File: src/hdl/brfb_pkg.sv
// Shared types and constants for the byte ring FIFO batch block.
`timescale 1ns / 1ps
`default_nettype none

package brfb_pkg;

    // Default ring depth in bytes (power of two, 2 to 64)
    localparam int BRFB_DEPTH_DEF = 64;

    // Width of count fields on the stream interface
    localparam int CNT_W = 7;

    // Saturation value of the per-batch accepted counter
    localparam logic [CNT_W-1:0] ACC_MAX = {CNT_W{1'b1}};

    // Depth of the command queue between front and back
    localparam int Q_DEPTH = 4;
    localparam int Q_AW    = $clog2(Q_DEPTH);

    // Request kinds as they arrive on tuser
    localparam logic [1:0] KIND_PUT   = 2'd0;
    localparam logic [1:0] KIND_GET   = 2'd1;
    localparam logic [1:0] KIND_QUERY = 2'd2;

    // Operations handed from front to back
    typedef enum logic [1:0] {
        CMD_PUT,
        CMD_GET,
        CMD_QUERY
    } cmd_op_t;

    // One classified request
    typedef struct packed {
        cmd_op_t          op;
        logic [7:0]       data;
        logic             last;
        logic [CNT_W-1:0] count;   // saturated at DEPTH; used by gets
    } cmd_t;

endpackage

`default_nettype wire

File: src/hdl/byte_ring_fifo_batch.sv
// Top level: byte FIFO on a power-of-two ring with batched puts and counted gets.
// A put-end or query result is registered as its command leaves the command queue;
// a get's first byte passes the RAM read register, then the output register.
// Throughput: one put per cycle outside a get, if put-ends find the output free; get bytes
// stream at one per cycle from the registered-read ring RAM while the output side takes them.
// Reset: pointers, batch counters, queue and output are cleared; the ring RAM is not.
`timescale 1ns / 1ps
`default_nettype none

module byte_ring_fifo_batch
    import brfb_pkg::*;
#(
    parameter int DEPTH = BRFB_DEPTH_DEF
) (
    input  wire logic        clk,
    input  wire logic        rst_n,
    input  wire logic        s_axis_tvalid,
    output logic             s_axis_tready,
    input  wire logic [15:0] s_axis_tdata,   // put_byte[7:0], request_count[14:8], pad
    input  wire logic [1:0]  s_axis_tuser,   // kind[1:0]
    input  wire logic        s_axis_tlast,   // batch_end
    output logic             m_axis_tvalid,
    input  wire logic        m_axis_tready,
    output logic [15:0]      m_axis_tdata,   // out_byte[7:0], moved_count[14:8], pad
    output logic             m_axis_tuser,   // has_byte
    output logic             m_axis_tlast    // final_res
);

    cmd_t             cmd;
    logic             cmd_valid;
    logic             cmd_ready;
    logic [7:0]       res_byte;
    logic [CNT_W-1:0] res_count;

    brfb_front #(
        .DEPTH (DEPTH)
    ) u_front (
        .clk       (clk),
        .rst_n     (rst_n),
        .in_valid  (s_axis_tvalid),
        .in_ready  (s_axis_tready),
        .in_kind   (s_axis_tuser),
        .in_byte   (s_axis_tdata[7:0]),
        .in_last   (s_axis_tlast),
        .in_count  (s_axis_tdata[14:8]),
        .cmd_valid (cmd_valid),
        .cmd_ready (cmd_ready),
        .cmd       (cmd)
    );

    brfb_back #(
        .DEPTH (DEPTH)
    ) u_back (
        .clk       (clk),
        .rst_n     (rst_n),
        .cmd_valid (cmd_valid),
        .cmd_ready (cmd_ready),
        .cmd       (cmd),
        .out_valid (m_axis_tvalid),
        .out_ready (m_axis_tready),
        .out_byte  (res_byte),
        .out_has   (m_axis_tuser),
        .out_count (res_count),
        .out_last  (m_axis_tlast)
    );

    assign m_axis_tdata = {1'b0, res_count, res_byte};

endmodule

`default_nettype wire

File: src/hdl/brfb_ram.sv
// Generic simple dual-port RAM with registered read.
`timescale 1ns / 1ps
`default_nettype none

module brfb_ram #(
    parameter int WIDTH = 8,
    parameter int DEPTH = 64
) (
    input  wire logic                     clk,
    input  wire logic                     we,
    input  wire logic [$clog2(DEPTH)-1:0] waddr,
    input  wire logic [WIDTH-1:0]         wdata,
    input  wire logic                     re,
    input  wire logic [$clog2(DEPTH)-1:0] raddr,
    output logic      [WIDTH-1:0]         rdata
);

    logic [WIDTH-1:0] mem_reg [DEPTH];
    logic [WIDTH-1:0] rdata_reg;

    // Write port and registered read port
    always_ff @(posedge clk)
    begin
        if (we)
        begin
            mem_reg[waddr] <= wdata;
        end
        if (re)
        begin
            rdata_reg <= mem_reg[raddr];
        end
    end

    assign rdata = rdata_reg;

endmodule

`default_nettype wire

File: src/hdl/brfb_cmd_queue.sv
// Small register queue that carries classified requests from front to back.
`timescale 1ns / 1ps
`default_nettype none

module brfb_cmd_queue
    import brfb_pkg::*;
(
    input  wire logic clk,
    input  wire logic rst_n,
    input  wire logic push,
    input  wire cmd_t push_data,
    output logic      full,
    input  wire logic pop,
    output logic      pop_valid,
    output cmd_t      pop_data
);

    cmd_t            entry_reg [Q_DEPTH];
    logic [Q_AW-1:0] wr_ptr_reg;
    logic [Q_AW-1:0] wr_ptr_next;
    logic [Q_AW-1:0] rd_ptr_reg;
    logic [Q_AW-1:0] rd_ptr_next;
    logic [Q_AW:0]   count_reg;
    logic [Q_AW:0]   count_next;
    logic            do_push;
    logic            do_pop;

    assign full      = (count_reg == (Q_AW+1)'(Q_DEPTH));
    assign pop_valid = (count_reg != '0);
    assign pop_data  = entry_reg[rd_ptr_reg];
    assign do_push   = push && !full;
    assign do_pop    = pop && pop_valid;

    // Pointer and occupancy update
    always_comb
    begin
        wr_ptr_next = do_push ? wr_ptr_reg + Q_AW'(1) : wr_ptr_reg;
        rd_ptr_next = do_pop  ? rd_ptr_reg + Q_AW'(1) : rd_ptr_reg;
        count_next  = count_reg;
        if (do_push && !do_pop)
        begin
            count_next = count_reg + (Q_AW+1)'(1);
        end
        else if (do_pop && !do_push)
        begin
            count_next = count_reg - (Q_AW+1)'(1);
        end
    end

    always_ff @(posedge clk or negedge rst_n)
    begin
        if (!rst_n)
        begin
            wr_ptr_reg <= '0;
            rd_ptr_reg <= '0;
            count_reg  <= '0;
        end
        else
        begin
            wr_ptr_reg <= wr_ptr_next;
            rd_ptr_reg <= rd_ptr_next;
            count_reg  <= count_next;
        end
    end

    // Entry storage, no reset needed
    always_ff @(posedge clk)
    begin
        if (do_push)
        begin
            entry_reg[wr_ptr_reg] <= push_data;
        end
    end

    // Occupancy never passes the queue depth
    assert property (@(posedge clk) disable iff (!rst_n)
        count_reg <= (Q_AW+1)'(Q_DEPTH))
        else $error("command queue occupancy overflow");

    // Occupancy tracks the pointer distance
    assert property (@(posedge clk) disable iff (!rst_n)
        (count_reg[Q_AW-1:0] == (wr_ptr_reg - rd_ptr_reg)))
        else $error("command queue pointers and count disagree");

endmodule

`default_nettype wire

File: src/hdl/brfb_front.sv
// Front end: accepts stream requests, classifies them and queues commands.
`timescale 1ns / 1ps
`default_nettype none

module brfb_front
    import brfb_pkg::*;
#(
    parameter int DEPTH = BRFB_DEPTH_DEF
) (
    input  wire logic             clk,
    input  wire logic             rst_n,
    input  wire logic             in_valid,
    output logic                  in_ready,
    input  wire logic [1:0]       in_kind,
    input  wire logic [7:0]       in_byte,
    input  wire logic             in_last,
    input  wire logic [CNT_W-1:0] in_count,
    output logic                  cmd_valid,
    input  wire logic             cmd_ready,
    output cmd_t                  cmd
);

    localparam logic [CNT_W-1:0] DEPTH_C = CNT_W'(DEPTH);

    cmd_t class_cmd;
    logic class_keep;
    logic q_full;
    logic q_push;

    // Classify the request; unknown kinds are taken and discarded
    always_comb
    begin
        class_cmd.data  = in_byte;
        class_cmd.last  = in_last;
        class_cmd.count = (in_count > DEPTH_C) ? DEPTH_C : in_count;
        class_cmd.op    = CMD_PUT;
        class_keep      = 1'b1;
        case (in_kind)
            KIND_PUT:   class_cmd.op = CMD_PUT;
            KIND_GET:   class_cmd.op = CMD_GET;
            KIND_QUERY: class_cmd.op = CMD_QUERY;
            default:    class_keep   = 1'b0;
        endcase
    end

    assign in_ready = !q_full;
    assign q_push   = in_valid && in_ready && class_keep;

    brfb_cmd_queue u_queue (
        .clk       (clk),
        .rst_n     (rst_n),
        .push      (q_push),
        .push_data (class_cmd),
        .full      (q_full),
        .pop       (cmd_ready),
        .pop_valid (cmd_valid),
        .pop_data  (cmd)
    );

endmodule

`default_nettype wire

File: src/hdl/brfb_back.sv
// Back end: owns the ring pointers and storage, executes commands, drives results.
`timescale 1ns / 1ps
`default_nettype none

module brfb_back
    import brfb_pkg::*;
#(
    parameter int DEPTH = BRFB_DEPTH_DEF
) (
    input  wire logic             clk,
    input  wire logic             rst_n,
    input  wire logic             cmd_valid,
    output logic                  cmd_ready,
    input  wire cmd_t             cmd,
    output logic                  out_valid,
    input  wire logic             out_ready,
    output logic [7:0]            out_byte,
    output logic                  out_has,
    output logic [CNT_W-1:0]      out_count,
    output logic                  out_last
);

    localparam int AW = $clog2(DEPTH);
    localparam int PW = AW + 1;
    localparam logic [PW-1:0] DEPTH_L = PW'(DEPTH);

    typedef enum logic {
        ST_IDLE,
        ST_GET
    } state_t;

    state_t           state_reg;
    state_t           state_next;
    logic [PW-1:0]    wp_reg;
    logic [PW-1:0]    wp_next;
    logic [PW-1:0]    rp_reg;
    logic [PW-1:0]    rp_next;
    logic [CNT_W-1:0] acc_reg;
    logic [CNT_W-1:0] acc_next;
    logic             dropped_reg;
    logic             dropped_next;
    logic [PW-1:0]    remain_reg;
    logic [PW-1:0]    remain_next;
    logic [PW-1:0]    total_reg;
    logic [PW-1:0]    total_next;
    logic             out_valid_reg;
    logic             out_valid_next;
    logic [7:0]       out_byte_reg;
    logic [7:0]       out_byte_next;
    logic             out_has_reg;
    logic             out_has_next;
    logic [CNT_W-1:0] out_count_reg;
    logic [CNT_W-1:0] out_count_next;
    logic             out_last_reg;
    logic             out_last_next;

    logic [PW-1:0]    level;
    logic             out_free;
    logic             put_ok;
    logic [CNT_W-1:0] acc_new;
    logic [PW-1:0]    req_sat;
    logic [PW-1:0]    get_cnt;
    logic             ram_we;
    logic             ram_re;
    logic [7:0]       ram_rdata;

    // Fill level and derived request figures
    assign level    = wp_reg - rp_reg;
    assign out_free = !out_valid_reg || out_ready;
    assign put_ok   = !dropped_reg && (level != DEPTH_L);
    assign acc_new  = (put_ok && (acc_reg != ACC_MAX)) ? acc_reg + CNT_W'(1) : acc_reg;
    assign req_sat  = cmd.count[PW-1:0];
    assign get_cnt  = (req_sat < level) ? req_sat : level;

    // Command sequencer
    always_comb
    begin
        state_next     = state_reg;
        wp_next        = wp_reg;
        rp_next        = rp_reg;
        acc_next       = acc_reg;
        dropped_next   = dropped_reg;
        remain_next    = remain_reg;
        total_next     = total_reg;
        out_valid_next = out_valid_reg && !out_ready;
        out_byte_next  = out_byte_reg;
        out_has_next   = out_has_reg;
        out_count_next = out_count_reg;
        out_last_next  = out_last_reg;
        cmd_ready      = 1'b0;
        ram_we         = 1'b0;
        ram_re         = 1'b0;

        case (state_reg)
            ST_IDLE:
            begin
                if (cmd_valid)
                begin
                    case (cmd.op)
                        CMD_PUT:
                        begin
                            if (!cmd.last || out_free)
                            begin
                                cmd_ready = 1'b1;
                                if (put_ok)
                                begin
                                    ram_we  = 1'b1;
                                    wp_next = wp_reg + PW'(1);
                                end
                                else
                                begin
                                    dropped_next = 1'b1;
                                end
                                acc_next = acc_new;
                                if (cmd.last)
                                begin
                                    out_valid_next = 1'b1;
                                    out_byte_next  = '0;
                                    out_has_next   = 1'b0;
                                    out_count_next = acc_new;
                                    out_last_next  = 1'b1;
                                    acc_next       = '0;
                                    dropped_next   = 1'b0;
                                end
                            end
                        end
                        CMD_GET:
                        begin
                            if (get_cnt != '0)
                            begin
                                // first read goes out with the pop
                                cmd_ready   = 1'b1;
                                ram_re      = 1'b1;
                                rp_next     = rp_reg + PW'(1);
                                remain_next = get_cnt - PW'(1);
                                total_next  = get_cnt;
                                state_next  = ST_GET;
                            end
                            else if (out_free)
                            begin
                                cmd_ready      = 1'b1;
                                out_valid_next = 1'b1;
                                out_byte_next  = '0;
                                out_has_next   = 1'b0;
                                out_count_next = '0;
                                out_last_next  = 1'b1;
                                if (wp_reg == rp_reg)
                                begin
                                    wp_next = '0;
                                    rp_next = '0;
                                end
                            end
                        end
                        CMD_QUERY:
                        begin
                            if (out_free)
                            begin
                                cmd_ready      = 1'b1;
                                out_valid_next = 1'b1;
                                out_byte_next  = '0;
                                out_has_next   = 1'b0;
                                out_count_next = CNT_W'(level);
                                out_last_next  = 1'b1;
                            end
                        end
                        default:
                        begin
                            cmd_ready = 1'b1;
                        end
                    endcase
                end
            end
            ST_GET:
            begin
                if (out_free)
                begin
                    out_valid_next = 1'b1;
                    out_byte_next  = ram_rdata;
                    out_has_next   = 1'b1;
                    out_count_next = CNT_W'(total_reg);
                    out_last_next  = (remain_reg == '0);
                    if (remain_reg == '0)
                    begin
                        state_next = ST_IDLE;
                        if (wp_reg == rp_reg)
                        begin
                            wp_next = '0;
                            rp_next = '0;
                        end
                    end
                    else
                    begin
                        ram_re      = 1'b1;
                        rp_next     = rp_reg + PW'(1);
                        remain_next = remain_reg - PW'(1);
                    end
                end
            end
            default:
            begin
                state_next = ST_IDLE;
            end
        endcase
    end

    // State, pointers and output register
    always_ff @(posedge clk or negedge rst_n)
    begin
        if (!rst_n)
        begin
            state_reg     <= ST_IDLE;
            wp_reg        <= '0;
            rp_reg        <= '0;
            acc_reg       <= '0;
            dropped_reg   <= 1'b0;
            remain_reg    <= '0;
            total_reg     <= '0;
            out_valid_reg <= 1'b0;
            out_byte_reg  <= '0;
            out_has_reg   <= 1'b0;
            out_count_reg <= '0;
            out_last_reg  <= 1'b0;
        end
        else
        begin
            state_reg     <= state_next;
            wp_reg        <= wp_next;
            rp_reg        <= rp_next;
            acc_reg       <= acc_next;
            dropped_reg   <= dropped_next;
            remain_reg    <= remain_next;
            total_reg     <= total_next;
            out_valid_reg <= out_valid_next;
            out_byte_reg  <= out_byte_next;
            out_has_reg   <= out_has_next;
            out_count_reg <= out_count_next;
            out_last_reg  <= out_last_next;
        end
    end

    brfb_ram #(
        .WIDTH (8),
        .DEPTH (DEPTH)
    ) u_ram (
        .clk   (clk),
        .we    (ram_we),
        .waddr (wp_reg[AW-1:0]),
        .wdata (cmd.data),
        .re    (ram_re),
        .raddr (rp_reg[AW-1:0]),
        .rdata (ram_rdata)
    );

    assign out_valid = out_valid_reg;
    assign out_byte  = out_byte_reg;
    assign out_has   = out_has_reg;
    assign out_count = out_count_reg;
    assign out_last  = out_last_reg;

    // Fill level never exceeds the ring size
    assert property (@(posedge clk) disable iff (!rst_n)
        level <= DEPTH_L)
        else $error("ring fill level above depth");

    // Bytes still to read in a get stay below the get's byte total
    assert property (@(posedge clk) disable iff (!rst_n)
        (state_reg == ST_GET) |-> (remain_reg < total_reg))
        else $error("get remainder out of range");

    // A byte-carrying result always reports a nonzero delivery count
    assert property (@(posedge clk) disable iff (!rst_n)
        (out_valid_reg && out_has_reg) |-> (out_count_reg != '0))
        else $error("data result with zero count");

    // No write to the ring while a get is reading it out
    assert property (@(posedge clk) disable iff (!rst_n)
        (state_reg == ST_GET) |-> !ram_we)
        else $error("ring write during get");

endmodule

`default_nettype wire
File: config.mk
export PLATFORM = sky130hd
export DESIGN_NAME = byte_ring_fifo_batch
export DESIGN_NICKNAME = d
export VERILOG_FILES = /design/src/hdl/brfb_pkg.sv /design/src/hdl/byte_ring_fifo_batch.sv /design/src/hdl/brfb_ram.sv /design/src/hdl/brfb_cmd_queue.sv /design/src/hdl/brfb_front.sv /design/src/hdl/brfb_back.sv
export SDC_FILE = /design/constraint.sdc
export NUM_CORES = 1
export LEC_CHECK = 0
export BUFFER_PORTS_ARGS = -buffer_cell sky130_fd_sc_hd__buf_2
export CELL_PAD_IN_SITES_DETAIL_PLACEMENT = 0
export CELL_PAD_IN_SITES_GLOBAL_PLACEMENT = 1
export CORE_MARGIN = 2
export CORE_UTILIZATION = 52
export CTS_BUF_LIST = sky130_fd_sc_hd__clkbuf_8
export DETAILED_ROUTE_END_ITERATION = 8
export PLACE_DENSITY_LB_ADDON = 0.1
export RECOVER_POWER = 100
export SLEW_MARGIN = 20
export SYNTH_ARGS = -nofsm -noshare
export SYNTH_HDL_FRONTEND = slang
export SYNTH_SLANG_ARGS = --single-unit
File: constraint.sdc
create_clock -name clk -period 5.1 [get_ports clk]
set_input_delay 1.02 -clock clk [delete_from_list [all_inputs] [get_ports clk]]
set_output_delay 1.02 -clock clk [all_outputs]
set_load 0.02 [all_outputs]
# == Word-level counts from Yosys, hierarchy flattened ==
# Memories as Yosys holds them, arrays and structs flattened. A register that Yosys moved wholly into a read port is not among the register bits.
# Index checks and enable logic that the tools add are counted.
# word_totals
ram_bits,584
ff_bits,62
input_bits,23
elab_cells,184
mem_count,2
out_inout_bits,20
# memory_table
name,words,width,rd,rd_ports_with_merged_regs,wr,line_no,rtl
u_back.u_ram.mem_reg,64,8,1,1,1,brfb_ram.sv:18,logic [WIDTH-1:0] mem_reg [DEPTH];
u_front.u_queue.entry_reg,4,18,1,0,1,brfb_cmd_queue.sv:18,cmd_t entry_reg [Q_DEPTH];
# op_classes
eq_ne,24
muxes,97
addsub,10
n_bitwise,1
n_lt_le_gt_ge,2
reduce_logical,33
# op_table
operator,count
$mux W7,31
$pmux W7 S2,5
$mux W8,6
$mux W1,40
$pmux W8 S3,1
$add A7 B1 Y7 const B,3
$pmux W7 S3,1
$pmux W8 S2,1
$reduce_and A8 Y1,2
$ne A3 B2 Y1 const B,5
$ne A7 B7 Y1 const B,2
$sub A7 B1 Y7 const B,2
$pmux W1 S3,4
$reduce_and A4 Y1,3
$ne A2 B2 Y1 const B,5
$pmux W1 S2,5
$reduce_and A5 Y1,2
$logic_and A1 B1 Y1,9
$eq A7 B7 Y1,1
$gt A7 B7 Y1 const B,1
$logic_not A1 Y1,7
$logic_not A7 Y1,1
$lt A7 B7 Y1,1
$reduce_bool A7 Y1,1
20 further kinds,28

# == Depth between registers and ports, before layout ==
# Gate-level depths: netlist of run 1.
# logic_depth
word_depth,12
depth_mapped,24
ltp_nobuf,22

# == By module ==
# From an unflattened synthesis of run 1, not the netlist that was laid out.
# unflattened
cells_unflattened,1557
hier_area_um2,27234.9
# modules_own_cells
module,area_each_um2,n_inst,cells_per_inst,seq_area_each_um2
brfb_ram,20270.7,1,972,15615.0
brfb_back,3854.9,1,442,1376.3
brfb_cmd_queue,3030.4,1,129,2337.2
brfb_front,67.6,1,12,0.0
byte_ring_fifo_batch,11.3,1,2,0.0

# == Worst setup path after synthesis of run 1 ==
# Ideal clock, no wire load.
# synth_timing
kind,flip-flop to flip-flop
startpoint,reg u_back.rp_reg[3]
endpoint,reg u_back.remain_reg[6]
required_time_ns,4.974
setup_ns,0.126
path_buffers,3
arrival_time_ns,4.979
synth_period_minus_slack_ns,5.104
setup_slack_ns,-0.004
stages_incl_launch_ff,25
cell_sequence,dfrtp_1 clkbuf_1 inv_2 buf_1 ha_1 o21ai_0 a21oi_1 o41ai_1 or2_2 inv_1 ha_1 and4_1 nor2b_1 or3_1 buf_4 a21oi_1 mux2i_1 ha_1 nand2_1 nor2_1 mux2i_1 a21boi_4 nor3b_2 mux2i_1 a221o_1
# synth_via
elab_chain_len,8
word_cells_on_any_way,11
cone_classes,add/sub: 2; order compare: 1; eq/ne: 1; mux: 5; reduce/logical: 2
# synth_rtl
element,line_no,rtl
start: declaration,brfb_back.sv:36,logic [PW-1:0] rp_reg;
start signal: assignment,brfb_back.sv:228,rp_reg <= rp_next;
$sub A7 B7 Y7 *,brfb_back.sv:68,assign level = wp_reg - rp_reg;
$lt A7 B7 Y1,brfb_back.sv:73,assign get_cnt = (req_sat < level) ? req_sat : level;
$mux W7 *,brfb_back.sv:73,
$sub A7 B1 Y7,brfb_back.sv:135,remain_next = get_cnt - PW'(1);
$mux W7,brfb_back.sv:129,if (get_cnt != '0)
$mux W7,brfb_back.sv:99,case (cmd.op)
$mux W7,brfb_back.sv:97,if (cmd_valid)
$pmux W7 S2,brfb_back.sv:94,case (state_reg)
end signal: assignment,brfb_back.sv:231,remain_reg <= remain_next;
end: declaration,brfb_back.sv:42,logic [PW-1:0] remain_reg;
# Mark *: on every way between the ends. The rest lies on a longest branch, timed or not. The select of a mux whose other input is x is not followed.
# A chain may end at the register's enable or synchronous reset.

# == Worst setup path after layout of run 1 ==
# layout_timing
startpoint,reg u_back.wp_reg[0]
endpoint,reg u_front.u_queue.count_reg[1]
# layout_via
elab_chain_len,12
word_cells_on_any_way,14
cone_classes,add/sub: 1; order compare: 1; mux: 6; reduce/logical: 6
# layout_rtl
element,line_no,rtl
start: declaration,brfb_back.sv:34,logic [PW-1:0] wp_reg;
start signal: assignment,brfb_back.sv:227,wp_reg <= wp_next;
$sub A7 B7 Y7 *,brfb_back.sv:68,
$lt A7 B7 Y1,brfb_back.sv:73,
$mux W7 *,brfb_back.sv:73,
$reduce_bool A7 Y1 *,brfb_back.sv:129,
$mux W1 *,brfb_back.sv:129,
$pmux W1 S3 *,brfb_back.sv:99,
$mux W1 *,brfb_back.sv:97,
$mux W1 *,brfb_back.sv:94,
$logic_and A1 B1 Y1 *,brfb_cmd_queue.sv:32,assign do_pop = pop && pop_valid;
$logic_not A1 Y1 *,brfb_cmd_queue.sv:40,if (do_push && !do_pop)
$logic_and A1 B1 Y1 *,brfb_cmd_queue.sv:40,
$mux W3 *,brfb_cmd_queue.sv:40,
named net u_front.u_queue.count_next[1],brfb_cmd_queue.sv:24,logic [Q_AW:0] count_next;
end signal: assignment,brfb_cmd_queue.sv:62,count_reg <= count_next;
end: declaration,brfb_cmd_queue.sv:23,logic [Q_AW:0] count_reg;
# Mark *: on every way through the listed nets, which the timed path passes. The rest lies on a longest branch.

==> summary.md, run 1 <==
| Metric | Value |
|---|---|
| DRC viols | `0` |
| Total nets after synthesis | `1457` |
| GPL Wtd Cong | `0.833` |
| Worst path max stage delay | `0.41 ns` |
| Achievable frequency | `a little over 0.2 GHz` |
| Critical-path maximum fanout | `8` |
| Worst reg-to-reg path cell count | `20` |
| Die Y | `231 um` |
| Seq/Total Area, Yosys | `0.719` |
| Violations in the final reports | `capacitance limit, slew limit` |
| Peak supply drop | `473 uV` |
| Final non-filler cell total | `2353` |
| Share of final-layout standard cells stronger than drive strength 1 | `0.250` |
| Yosys Warn Count | `0` |
| Data arrival at the endpoint of the critical path | `5.42 ns` |
| NumNets Final | `1632` |
| Gate count of the mapped netlist | `1407` |
| Number of distinct standard cells referenced by the synthesized netlist | `71` |
| DR pass1 iterations | `8` |
| Nature of the critical path endpoint | `flip-flop` |
| Die ar. | `53500 um^2` |
| Sinks on the clock net | `654` |
| Sum of overflow across all layers after global routing | `0` |
| Setup repair after global routing missed its margin | `false` |
| Relative max-transition margin | `-1.07` |
| Met2 routing resource usage after global routing | `0.360` |
| Number of endpoints with negative hold slack in the final report | `0` |
| Placed cells | `2148` |
| Cell area after synthesis | `26900 um^2` |
| Largest net degree at the start of global routing | `103` |
| CTS root buffer | `sky130_fd_sc_hd__clkbuf_8` |
| Total wire length after detailed routing | `60.8 mm` |
| Met1 layer usage reported by global route | `0.339` |
| Syn_area_per_cell | `19.1 um^2` |
| Vias after detailed routing | `14000` |
| Power Density | `roughly 590 nW/um^2` |
| Syn-to-layout area delta | `12.6%` |
| Worst reg2reg startpoint | `u_back.wp_reg[0]` |
| Count of input and output buffers | `40` |
| Level count of the clock H-tree | `3` |
| Logic gate share of total power | `0.352` |
| Busiest layer in global routing | `met2` |
| Critical-path cell list | `inv_1 > ha_1 > fa_1 > nand2b_1 > o2bb2ai_1 > o31ai_1 > or2_4 > inv_1 > ha_1 > and4_1 > o2111a_2 > or3_1 > buf_4 > a311oi_4 > a211oi_1 > buf_4 > ha_1 > inv_1 > fa_1 > mux2_2` |
| Via count of the first global-routing pass | `14000` |
| Slowest cell on crit path | `sky130_fd_sc_hd__fa_1` |
| End of the critical path | `u_front.u_queue.count_reg[1]` |
| Outcome | `complete, but fails checks` |
| Worst-case register-to-register setup slack | `0.26 ns` |
| Row cnt | `83` |
| Number of primary I/O pins | `43` |
| Top FF cell, synth | `sky130_fd_sc_hd__edfxtp_1` |
| Post-synthesis sequential element count | `654` |
| Area fraction of the dominant cell type after synthesis | `0.662` |
| Multi-input combinational cell area | `7150 um^2` |
| Sequential share of power | `0.410` |
| Clock network fraction of design power | `0.238` |
| Total Negative Setup Slacks | `0 ns` |
| Met3 GRT Util | `0.0513` |
| Async SR Flop Fraction | `0.0948` |
| Leading cell type in the layout, fill and taps excluded | `sky130_fd_sc_hd__edfxtp_1` |
| Cell types with the largest area share after synthesis | `sky130_fd_sc_hd__edfxtp_1, sky130_fd_sc_hd__mux4_2, sky130_fd_sc_hd__dfrtp_1, sky130_fd_sc_hd__nor2_1, sky130_fd_sc_hd__ha_1` |
| Worst reg2reg endpoint | `u_front.u_queue.count_reg[1]` |
| Fraction of the cycle the final worst path needs | `0.949` |
| Effective utilization at floorplan | `0.525` |
| Leakage dissipation | `10.1 nW` |
| Pins Over Slew Limit | `447` |
| Worst min path class | `flip-flop to flip-flop` |
| Critical path class | `flip-flop to flip-flop` |
| Max clock buf depth | `3` |
| Min Clock Period, post-route | `4.84 ns` |
| CTS tree | `done` |
| Post-route clock skew | `0.0337 ns` |
| Area leader, netlist | `sky130_fd_sc_hd__edfxtp_1` |
| Clock Latency Late Sink | `0.70 ns` |
| Final Setup Violations | `0` |
| Total core area | `51200 um^2` |
| Num CTS Buffers | `107` |
| Category of the worst setup path launch point | `flip-flop` |
| First-pass GRT wire length | `90.7 mm` |
| Clock transition at the register clock pins on the worst setup and hold paths after CTS | `0.06 ns` |
| Number of nets with antenna violations after routing | `0` |
| Switching power as a share of total power | `0.342` |
| Design internal power | `0.0118 W` |
| Flip-flop count of the largest register after layout | `roughly 510` |
| Die width | `231 um` |
| Fillers | `a little under 4000` |
| Max-capacitance violation count | `10` |
| Startpoint of the worst setup timing path | `u_back.wp_reg[0]` |
| Total Routing Usage GR | `0.234` |
| Via density | `approximately 6` |
| Required time of the critical path | `5.67 ns` |
| Half-perimeter wire length of the detailed placement result | `~37 mm` |
| CTS hold repair buffers | `0` |
| Number of enable flip-flop cells after synthesis | `592` |
| Worst-margin pin slew | `3.10 ns` |
| 1st-iter DRT viols | `1292` |
| Area taken by flip-flops and latches | `19300 um^2` |
| Commonest cells after routing, fill and taps aside | `sky130_fd_sc_hd__edfxtp_1, sky130_fd_sc_hd__mux4_2, sky130_fd_sc_hd__clkbuf_8` |
| Routed len/inst | `25.8 um` |
| Switching power of the nets | `0.00615 W` |
| Antenna violations before repair | `2` |
worst max-delay path: cells and delay by family (launching register included):
kind / cells / cell delay, ns
flops: 1 / 0.35
compound gates: 5 / 1.00
mux: 1 / 0.26
fa+ha+maj: 5 / 1.56
simple gates: 4 / 0.93
buf+inv: 5 / 0.59
stage by stage:
step	instance area, um^2	setup slack [ns]	util	total power, W	hold WS [ns]
after floorplan	26900	0.0722	-	0.0114	0.455
after detailed placement	28400	0.126	0.554	0.0138	0.475
final	30300	0.258	0.591	0.0180	0.480
after global placement	28400	0.174	0.554	0.0136	0.473
after CTS	30400	0.0947	0.593	0.0181	0.444
after global routing	30200	0.0123	0.591	0.0189	0.516
repair_timing:
action	CTS	global route
endpoints found under the setup margin	0	14
resized for setup	0	10
setup buffers	0	5
power groups by stage:
stage | clock network [W] | registers, W | logic, W
2_1_floorplan | 0 | 0.00737 | 0.00402
3_3_place_gp | 0 | 0.00737 | 0.00627
3_5_place_dp | 0 | 0.00738 | 0.00638
4_1_cts | 0.00438 | 0.00728 | 0.00640
5_1_grt | 0.00463 | 0.00743 | 0.00679
6_report | 0.00428 | 0.00737 | 0.00632
worst min-delay path by stage:
stage | from | endpoint | slack, ns | cells after the start
floorplan | u_back.u_ram.rdata[0] | u_back.out_byte[0] | 0.45 | 2
global placement | u_back.u_ram.rdata[4] | u_back.out_byte[4] | 0.47 | 2
detailed placement | u_back.out_last | u_back.out_last | 0.48 | 1
CTS | rst_n | u_back.out_count[3] | 0.44 | 1
global route | u_front.u_queue.count_reg[2] | u_front.u_queue.count_reg[2] | 0.52 | 1
finish | u_back.u_ram.rdata[2] | u_back.out_byte[2] | 0.48 | 2
cell families (layout without fill, tap and decap cells):
kind of cell	after synthesis	after routing	synth area share
other	1	4	0.000140
flip-flops	654	654	0.719
adder cells (fa/ha/maj)	27	27	0.0131
XOR/XNOR	18	18	0.00587
multiplexers	204	204	0.163
AO/OA/AOI/OAI	143	143	0.0360
AND/OR/NAND/NOR	252	252	0.0469
buffers and inverters	108	371	0.0156
metal layers:
metal | vias to the layer above | part of all wire
met5 | - | 0
met4 | 0 | 0.024
met1 | 7321 | 0.43
met2 | 441 | 0.48
li1 | 6122 | -
met3 | 103 | 0.064
final cells by class:
class / count / area share
repair buffers: 139 / 0.0250
clock inverters: 83 / 0.0149
multi-input cells: 645 / 0.236
flip-flops and latches: 654 / 0.639
inverters: 35 / 0.00434
clock buffers: 114 / 0.0519
well taps: 680 / 0.0281
diodes: 3 / 0.000248
synth_stat cells, types with 3 or more instances:
master and count:
sky130_fd_sc_hd__nor3b_1 5, sky130_fd_sc_hd__a21o_1 5, sky130_fd_sc_hd__o21a_1 3, sky130_fd_sc_hd__and3_1 16
sky130_fd_sc_hd__or2_2 4, sky130_fd_sc_hd__and2_1 6, sky130_fd_sc_hd__nand3_1 26, sky130_fd_sc_hd__a211oi_1 6
sky130_fd_sc_hd__nor2_1 98, sky130_fd_sc_hd__nor2b_1 11, sky130_fd_sc_hd__clkbuf_1 47, sky130_fd_sc_hd__nor3_1 8
sky130_fd_sc_hd__a31oi_1 7, sky130_fd_sc_hd__edfxtp_1 592, sky130_fd_sc_hd__o31ai_1 7, sky130_fd_sc_hd__nand2b_1 7
sky130_fd_sc_hd__buf_2 4, sky130_fd_sc_hd__or3_1 10, sky130_fd_sc_hd__buf_1 20, sky130_fd_sc_hd__xnor2_1 12
sky130_fd_sc_hd__xor2_1 6, sky130_fd_sc_hd__mux2_2 9, sky130_fd_sc_hd__inv_1 34, sky130_fd_sc_hd__o22ai_1 5
sky130_fd_sc_hd__mux4_2 186, sky130_fd_sc_hd__a22o_1 6, sky130_fd_sc_hd__a22oi_1 3, sky130_fd_sc_hd__o41ai_1 3
sky130_fd_sc_hd__nand4_1 3, sky130_fd_sc_hd__dfrtp_1 62, sky130_fd_sc_hd__nor4_1 5, sky130_fd_sc_hd__a21oi_1 34
sky130_fd_sc_hd__nand2_1 34, sky130_fd_sc_hd__o21ai_0 37, sky130_fd_sc_hd__ha_1 25, sky130_fd_sc_hd__mux2i_1 9
sky130_fd_sc_hd__a221o_1 3, sky130_fd_sc_hd__nand3b_1 8
Power figures use the tool's default switching activity.
==> run 2: changes to the inputs <==
--- a/config.mk
+++ b/config.mk
@@ -5,7 +5,7 @@
 export SDC_FILE = /design/constraint.sdc
 export NUM_CORES = 1
 export LEC_CHECK = 0
-export BUFFER_PORTS_ARGS = -buffer_cell sky130_fd_sc_hd__buf_2
+export BUFFER_PORTS_ARGS = -buffer_cell sky130_fd_sc_hd__buf_4
 export CELL_PAD_IN_SITES_DETAIL_PLACEMENT = 0
 export CELL_PAD_IN_SITES_GLOBAL_PLACEMENT = 1
 export CORE_MARGIN = 2
==> run 2 against run 1 <==
The flow still finishes with violations (capacitance limit, slew limit). Setup slack improved by 0.11 ns. Sequential cell count unchanged. Clock skew fell by 0.010 ns. Core utilization decreased by 0.20 points. Combinational power hardly changed. Total power shrank 0.48%. Sequential power is essentially flat. Critical path depth did not move. Critical endpoint unchanged.
==> summary.md, run 2 (synthesis results as in run 1) <==
| Metric | Value |
|---|---|
| Leading cell type in the layout, fill and taps excluded | `sky130_fd_sc_hd__edfxtp_1` |
| Sinks on the clock net | `654 (unchanged)` |
| Clock Latency Late Sink | `0.72 ns (+0.02 ns)` |
| Routed len/inst | `25.9 um (+0.23%)` |
| Half-perimeter wire length of the detailed placement result | `37.3 mm (+0.20%)` |
| CTS hold repair buffers | `0 (unchanged)` |
| Largest net degree at the start of global routing | `73 (-29%)` |
| Relative max-transition margin | `-1.38 (-0.311)` |
| Setup repair after global routing missed its margin | `false` |
| Effective utilization at floorplan | `0.525 (unchanged)` |
| Met2 wire length | `28.5 mm (-2.3%)` |
| Via density | `5.93 (-0.27%)` |
| Achievable frequency | `0.211 GHz (+2.3%)` |
| Total Negative Setup Slacks | `0 ns (unchanged)` |
| Worst min path class | `flip-flop to flip-flop` |
| Die Y | `231 um (unchanged)` |
| Die width | `231 um (unchanged)` |
| Share of final-layout standard cells stronger than drive strength 1 | `0.258 (+0.00804)` |
| Sum of overflow across all layers after global routing | `0 (unchanged)` |
| Number of primary I/O pins | `43 (unchanged)` |
| Design Area, Final | `30200 um^2 (-0.33%)` |
| First-pass GRT wire length | `90.1 mm (-0.72%)` |
| CTS tree | `done` |
| Row cnt | `83 (unchanged)` |
| Worst reg2reg startpoint | `u_back.wp_reg[0]` |
| Data arrival at the endpoint of the critical path | `5.32 ns (-0.10 ns)` |
| Num CTS Buffers | `106 (-0.93%)` |
| 1st-iter DRT viols | `1231 (-4.7%)` |
| Final Setup Violations | `0 (unchanged)` |
| Clock transition at the register clock pins on the worst setup and hold paths after CTS | `0.06 ns (about the same)` |
| Number of nets with antenna violations after routing | `0 (unchanged)` |
| Critical-path maximum fanout | `8 (unchanged)` |
| Startpoint of the worst setup timing path | `u_back.wp_reg[0]` |
| Nature of the critical path endpoint | `flip-flop` |
| Violations in the final reports | `capacitance limit, slew limit` |
| Total Routing Usage GR | `0.233 (-0.000840)` |
| Critical-path cell list | `inv_1 > ha_1 > fa_2 > nand2b_1 > a21oi_1 > o41ai_1 > or2_2 > inv_1 > ha_1 > and4_1 > nor2b_2 > or3_4 > buf_4 > a311oi_4 > a211oi_1 > buf_4 > ha_1 > inv_1 > fa_1 > mux2_2` |
| Outcome | `complete, but fails checks` |
| Via count of the first global-routing pass | `13900 (-0.33%)` |
| Count of input and output buffers | `40 (unchanged)` |
| DRC viols | `0 (unchanged)` |
| GPL Wtd Cong | `0.807 (-3.2%)` |
| Top layer in use | `met4` |
| Slowest cell on crit path | `sky130_fd_sc_hd__or3_4` |
| Level count of the clock H-tree | `3 (unchanged)` |
| Syn-to-layout area delta | `12.2%` |
| Standard cell area after detailed placement | `28400 um^2 (about the same)` |
| Max-capacitance violation count | `8 (-2)` |
| Commonest cells after routing, fill and taps aside | `sky130_fd_sc_hd__edfxtp_1, sky130_fd_sc_hd__mux4_2, sky130_fd_sc_hd__clkbuf_8` |
| CTS root buffer | `sky130_fd_sc_hd__clkbuf_8` |
| Metal1 wirelength | `26.5 mm (+0.79%)` |
| Critical path class | `flip-flop to flip-flop` |
| Vias after detailed routing | `13800 (-1.2%)` |
| Largest delay share family, worst path | `adder cells` |
| Total wire length after detailed routing | `60.4 mm (-0.75%)` |
| Fraction of the cycle the final worst path needs | `0.928 (-0.0210)` |
| Min Clock Period, post-route | `4.73 ns (-0.107 ns)` |
| Number of endpoints with negative hold slack in the final report | `0 (unchanged)` |
| Peak supply drop | `458 uV (-3.1%)` |
| End-of-flow core utilization | `0.589 (-0.00198)` |
| Pins Over Slew Limit | `477 (+6.7%)` |
| Number of buffers and inverters on the critical path | `5 (unchanged)` |
| DR pass1 iterations | `5 (-3)` |
| Post-route clock skew | `0.0237 ns (-0.0100 ns)` |
| Flip-flop count of the largest register after layout | `512 (unchanged)` |
| Hold path startpoint | `u_back.u_ram.rdata[0]` |
| Worst-margin pin slew | `3.57 ns (+0.466 ns)` |
| Met3 wirelength from detailed routing | `3.83 mm (-1.1%)` |
| Worst path max stage delay | `0.42 ns (about the same)` |
| Required time of the critical path | `5.68 ns (about the same)` |
| Total core area | `51200 um^2 (unchanged)` |
| NumNets Final | `1616 (-0.98%)` |
| Antenna violations before repair | `1 (-1)` |
| Leakage dissipation | `10.0 nW (-0.89%)` |
| Power Density | `593 nW/um^2 (-0.15%)` |
| Max clock buf depth | `3 (unchanged)` |
| Category of the worst setup path launch point | `flip-flop` |
| Die ar. | `53500 um^2 (unchanged)` |
run 2: changes by cell type in the layout (fill, tap and decap cells not counted), moves of 4 or more:
| cell | previous run | this run |
|---|---|---|
| sky130_fd_sc_hd__clkinv_2 | 11 | 15 |
| sky130_fd_sc_hd__clkbuf_8 | 114 | 110 |
| sky130_fd_sc_hd__inv_1 | 77 | 68 |
| sky130_fd_sc_hd__buf_2 | 8 | 0 |
| sky130_fd_sc_hd__buf_4 | 57 | 65 |
| sky130_fd_sc_hd__clkbuf_1 | 71 | 59 |
run 2: worst paths after layout:
path | slack [ns] | end | cells after the start
max reg2reg | 0.37 | u_front.u_queue.count_reg[1] | 20
max | 0.37 | u_front.u_queue.count_reg[1] | 20
min in group asynchronous | 1.51 | u_back.acc_reg[3] | 1
min | 0.48 | u_back.out_byte[0] | 2
min reg2reg | 0.48 | u_back.out_byte[0] | 2
max in group asynchronous | 1.05 | u_back.rp_reg[0] | 1
run 2: routing by layer:
metal | global-route usage | vias up
met3 | 0.0549 | 100
li1 | - | 6062
met4 | 0.0752 | 0
met1 | 0.339 | 7237
met2 | 0.353 | 414
met5 | 0 | -
run 2: per-stage QoR:
stage | hold WS, ns | total power [W] | setup WS (ns) | std cells
after floorplan | 0.455 | 0.0114 | 0.0722 | 1407
after global placement | 0.472 | 0.0137 | 0.124 | 2137
after detailed placement | 0.481 | 0.0138 | 0.112 | 2137
after CTS | 0.399 | 0.0180 | 0.103 | 2328
after global routing | 0.494 | 0.0187 | 0.0218 | 2330
final | 0.482 | 0.0179 | 0.365 | 2330
run 2: area by class of cell:
class                   count  area, um^2
repair buffers            124         709
clock inverters            81         437
well taps                 680         851
clock buffers             110        1510
multi-input cells         645        7170
diodes                      1        2.50
flip-flops and latches    654       19300
fillers                  3836       21000
inverters                  35         131
run 2: what timing repair did:
action | in CTS | in global routing
setup buffers | 0 | 1
resized for setup | 0 | 15
endpoints found under the setup margin | 0 | 18
run 2: where the power goes:
| group | switching [W] | leakage (nW) | internal, W |
|---|---|---|---|
| clock network | 0.00204 | 1.12 | 0.00215 |
| logic | 0.00388 | 2.78 | 0.00243 |
| registers | 0.000249 | 6.09 | 0.00713 |
| total | 0.00617 | 10.0 | 0.0117 |
run 2: worst min-delay path: stages (launching register included):
cell and delay [ns]:
sky130_fd_sc_hd__edfxtp_1 0.32, sky130_fd_sc_hd__nand3_1 0.06, sky130_fd_sc_hd__o21ai_0 0.07
==> run 3: changes to the inputs <==
--- a/config.mk
+++ b/config.mk
@@ -8,6 +8,7 @@
 export BUFFER_PORTS_ARGS = -buffer_cell sky130_fd_sc_hd__buf_4
 export CELL_PAD_IN_SITES_DETAIL_PLACEMENT = 0
 export CELL_PAD_IN_SITES_GLOBAL_PLACEMENT = 1
+export CORE_ASPECT_RATIO = 0.5
 export CORE_MARGIN = 2
 export CORE_UTILIZATION = 52
 export CTS_BUF_LIST = sky130_fd_sc_hd__clkbuf_8
==> run 3 against run 2 <==
The flow still finishes with violations (capacitance limit, slew limit). Largest power group unchanged. Combinational power about the same. Clock power decreased by 6.9%. Global-route usage down 0.19 points. Wire length barely moved.
==> summary.md, run 3 (synthesis results as in run 1) <==
| Metric | Value |
|---|---|
| Critical path class | `flip-flop to flip-flop` |
| Die ar. | `53600 um^2 (+0.21%)` |
| Total wire length after detailed routing | `60.4 mm (about the same)` |
| First-pass GRT wire length | `90.4 mm (+0.34%)` |
| Die width | `325 um (+41%)` |
| Total Negative Setup Slacks | `0 ns (unchanged)` |
| Routed len/inst | `26.0 um (+0.41%)` |
| Nature of the critical path endpoint | `flip-flop` |
| Required time of the critical path | `5.63 ns (-0.05 ns)` |
| Effective utilization at floorplan | `0.530 (+0.00564)` |
| Worst-margin pin slew | `3.49 ns (-0.0807 ns)` |
| Category of the worst setup path launch point | `flip-flop` |
| Critical-path maximum fanout | `5 (-3)` |
| Logic gate share of total power | `0.358 (+0.005)` |
| GPL Wtd Cong | `0.825 (+2.2%)` |
| Achievable frequency | `0.211 GHz (-0.20%)` |
| Via count of the first global-routing pass | `14200 (+1.5%)` |
| Num CTS Buffers | `90 (-15%)` |
| Total Routing Usage GR | `0.231 (-0.00194)` |
| Clock transition at the register clock pins on the worst setup and hold paths after CTS | `0.07 ns (about the same)` |
| Number of primary I/O pins | `43 (unchanged)` |
| NumNets Final | `1614 (-0.12%)` |
| Switching power as a share of total power | `0.344 (-0.000591)` |
| DR pass1 iterations | `5 (unchanged)` |
| Total inserted antenna cells | `0 (-1)` |
| Post-route clock skew | `0.0348 ns (+0.0111 ns)` |
| Min Clock Period, post-route | `4.74 ns (+0.00971 ns)` |
| Max-capacitance violation count | `9 (+1)` |
| Outcome | `complete, but fails checks` |
| Clock Latency Late Sink | `0.67 ns (-0.05 ns)` |
| Number of endpoints with negative hold slack in the final report | `0 (unchanged)` |
| Level count of the clock H-tree | `3 (unchanged)` |
| Vias after detailed routing | `14000 (+1.1%)` |
| Switching power of the nets | `0.00606 W (-1.8%)` |
| Final non-filler cell total | `2322 (-0.34%)` |
| Power Density | `584 nW/um^2 (-1.5%)` |
| Die Y | `165 um (-29%)` |
| Sequential share of power | `0.419 (+0.006)` |
| Syn-to-layout area delta | `12.1% (about the same)` |
| Total power | `0.0176 W (-1.6%)` |
| Leading cell type in the layout, fill and taps excluded | `sky130_fd_sc_hd__edfxtp_1` |
| Fraction of the cycle the final worst path needs | `0.930 (+0.00190)` |
| Worst reg2reg startpoint | `u_back.rp_reg[0]` |
| Design internal power | `0.0115 W (-1.5%)` |
| Clock network fraction of design power | `0.222 (-0.013)` |
| Via density | `6.02 (+1.5%)` |
| Peak supply drop | `502 uV (+9.7%)` |
| Flip-flop count of the largest register after layout | `512 (unchanged)` |
| Hold path startpoint | `u_back.out_count[3]` |
| Leakage dissipation | `10.0 nW (+0.27%)` |
| DRC viols | `0 (unchanged)` |
| Max clock buf depth | `3 (unchanged)` |
| Relative max-transition margin | `-1.32 (+0.0538)` |
| Violations in the final reports | `capacitance limit, slew limit` |
| Number of nets with antenna violations after routing | `0 (unchanged)` |
| Worst min path class | `flip-flop to flip-flop` |
| CTS hold repair buffers | `0 (unchanged)` |
| Count of input and output buffers | `40 (unchanged)` |
| Setup repair after global routing missed its margin | `true` |
| Placed cells | `2158 (+0.98%)` |
| Total core area | `50700 um^2 (-1.1%)` |
| Fillers | `3728 (-2.8%)` |
| CTS tree | `done` |
| Sum of overflow across all layers after global routing | `0 (unchanged)` |
| Sinks on the clock net | `654 (unchanged)` |
| Share of final-layout standard cells stronger than drive strength 1 | `0.271 (+0.0125)` |
| Commonest cells after routing, fill and taps aside | `sky130_fd_sc_hd__edfxtp_1, sky130_fd_sc_hd__mux4_2, sky130_fd_sc_hd__nor2_1, sky130_fd_sc_hd__buf_4, sky130_fd_sc_hd__clkbuf_8` |
| 1st-iter DRT viols | `1347 (+9.4%)` |
| Row cnt | `58 (-30%)` |
| Pins Over Slew Limit | `527 (+10%)` |
| CTS root buffer | `sky130_fd_sc_hd__clkbuf_8` |
| Half-perimeter wire length of the detailed placement result | `37.6 mm (+0.71%)` |
| Largest net degree at the start of global routing | `133 (+82%)` |
| Final Setup Violations | `0 (unchanged)` |
| Startpoint of the worst setup timing path | `u_back.rp_reg[0]` |
| Data arrival at the endpoint of the critical path | `5.28 ns (-0.04 ns)` |
| Antenna violations before repair | `2 (+1)` |
[run 3: cell types whose count changed in the layout (fill, tap and decap cells not counted), sizes merged]
| cell | delta |
|---|---|
| inv | -8 |
| diode | -1 |
| clkinvlp | -4 |
| buf | +33 |
| clkbuf | -36 |
| clkinv | -4 |
| bufinv | +2 |
[run 3: final timing paths]
path	cells past startpoint	slack, ns	end
max reg2reg	22	0.36	u_back.remain_reg[6]
max in group asynchronous	1	1.11	u_back.rp_reg[0]
min reg2reg	1	0.50	u_back.out_count[3]
min in group asynchronous	1	1.53	u_back.out_count[6]
min	1	0.50	u_back.out_count[3]
max	22	0.36	u_back.remain_reg[6]
[run 3: metal layers]
layer / part of all wire / GRT usage
met5: 0.00030 / 0
met4: 0.021 / 0.0599
met3: 0.073 / 0.0532
met2: 0.47 / 0.357
met1: 0.44 / 0.337
[run 3: layout make-up]
class | count | area, um^2 | share of cell area
inverter | 35 | 131 | 0.00436
clock inverter | 67 | 428 | 0.0142
sequential | 654 | 19300 | 0.642
timing repair buffer | 138 | 900 | 0.0299
clock buffer | 93 | 1280 | 0.0425
multi-input combinational | 645 | 7190 | 0.239
tap | 690 | 863 | 0.0287
[run 3: what timing repair did]
item	4_1_cts	5_1_grt
gates resized for setup	0	14
setup buffers	0	4
setup endpoints to repair	0	18
[run 3: power by group through the flow]
stage / registers, W / clock network [W] / logic, W
6_report: 0.00738 / 0.00391 / 0.00630
4_1_cts: 0.00729 / 0.00399 / 0.00635
2_1_floorplan: 0.00737 / 0 / 0.00402
5_1_grt: 0.00742 / 0.00424 / 0.00681
3_3_place_gp: 0.00737 / 0 / 0.00616
3_5_place_dp: 0.00739 / 0 / 0.00634
[run 3: critical path, cell delays in order (launching register included)]
cell	delay, ns
sky130_fd_sc_hd__dfrtp_4	0.47
sky130_fd_sc_hd__ha_1	0.21
sky130_fd_sc_hd__fa_1	0.40
sky130_fd_sc_hd__nand2b_1	0.18
sky130_fd_sc_hd__o2bb2ai_1	0.17
sky130_fd_sc_hd__o31ai_1	0.22
sky130_fd_sc_hd__or2_4	0.18
sky130_fd_sc_hd__inv_1	0.05
sky130_fd_sc_hd__ha_1	0.31
sky130_fd_sc_hd__and4_1	0.23
sky130_fd_sc_hd__nor2b_1	0.14
sky130_fd_sc_hd__buf_4	0.16
sky130_fd_sc_hd__nor4_2	0.30
sky130_fd_sc_hd__a21oi_2	0.08
sky130_fd_sc_hd__mux2i_2	0.23
sky130_fd_sc_hd__ha_2	0.25
sky130_fd_sc_hd__nand2_1	0.07
sky130_fd_sc_hd__nor2_1	0.10
sky130_fd_sc_hd__mux2i_1	0.11
sky130_fd_sc_hd__a21boi_4	0.20
sky130_fd_sc_hd__nor3b_2	0.21
sky130_fd_sc_hd__mux2i_1	0.09
sky130_fd_sc_hd__a221o_1	0.25
[run 3: stage by stage]
| stage | hold slack [ns] | util | instance area, um^2 | setup slack, ns |
|---|---|---|---|---|
| after floorplan | 0.455 | - | 26900 | 0.0722 |
| after global placement | 0.484 | 0.562 | 28500 | 0.237 |
| after detailed placement | 0.485 | 0.562 | 28500 | 0.138 |
| after CTS | 0.453 | 0.596 | 30200 | 0.140 |
| after global routing | 0.524 | 0.595 | 30100 | -0.0391 |
| final | 0.500 | 0.595 | 30100 | 0.356 |
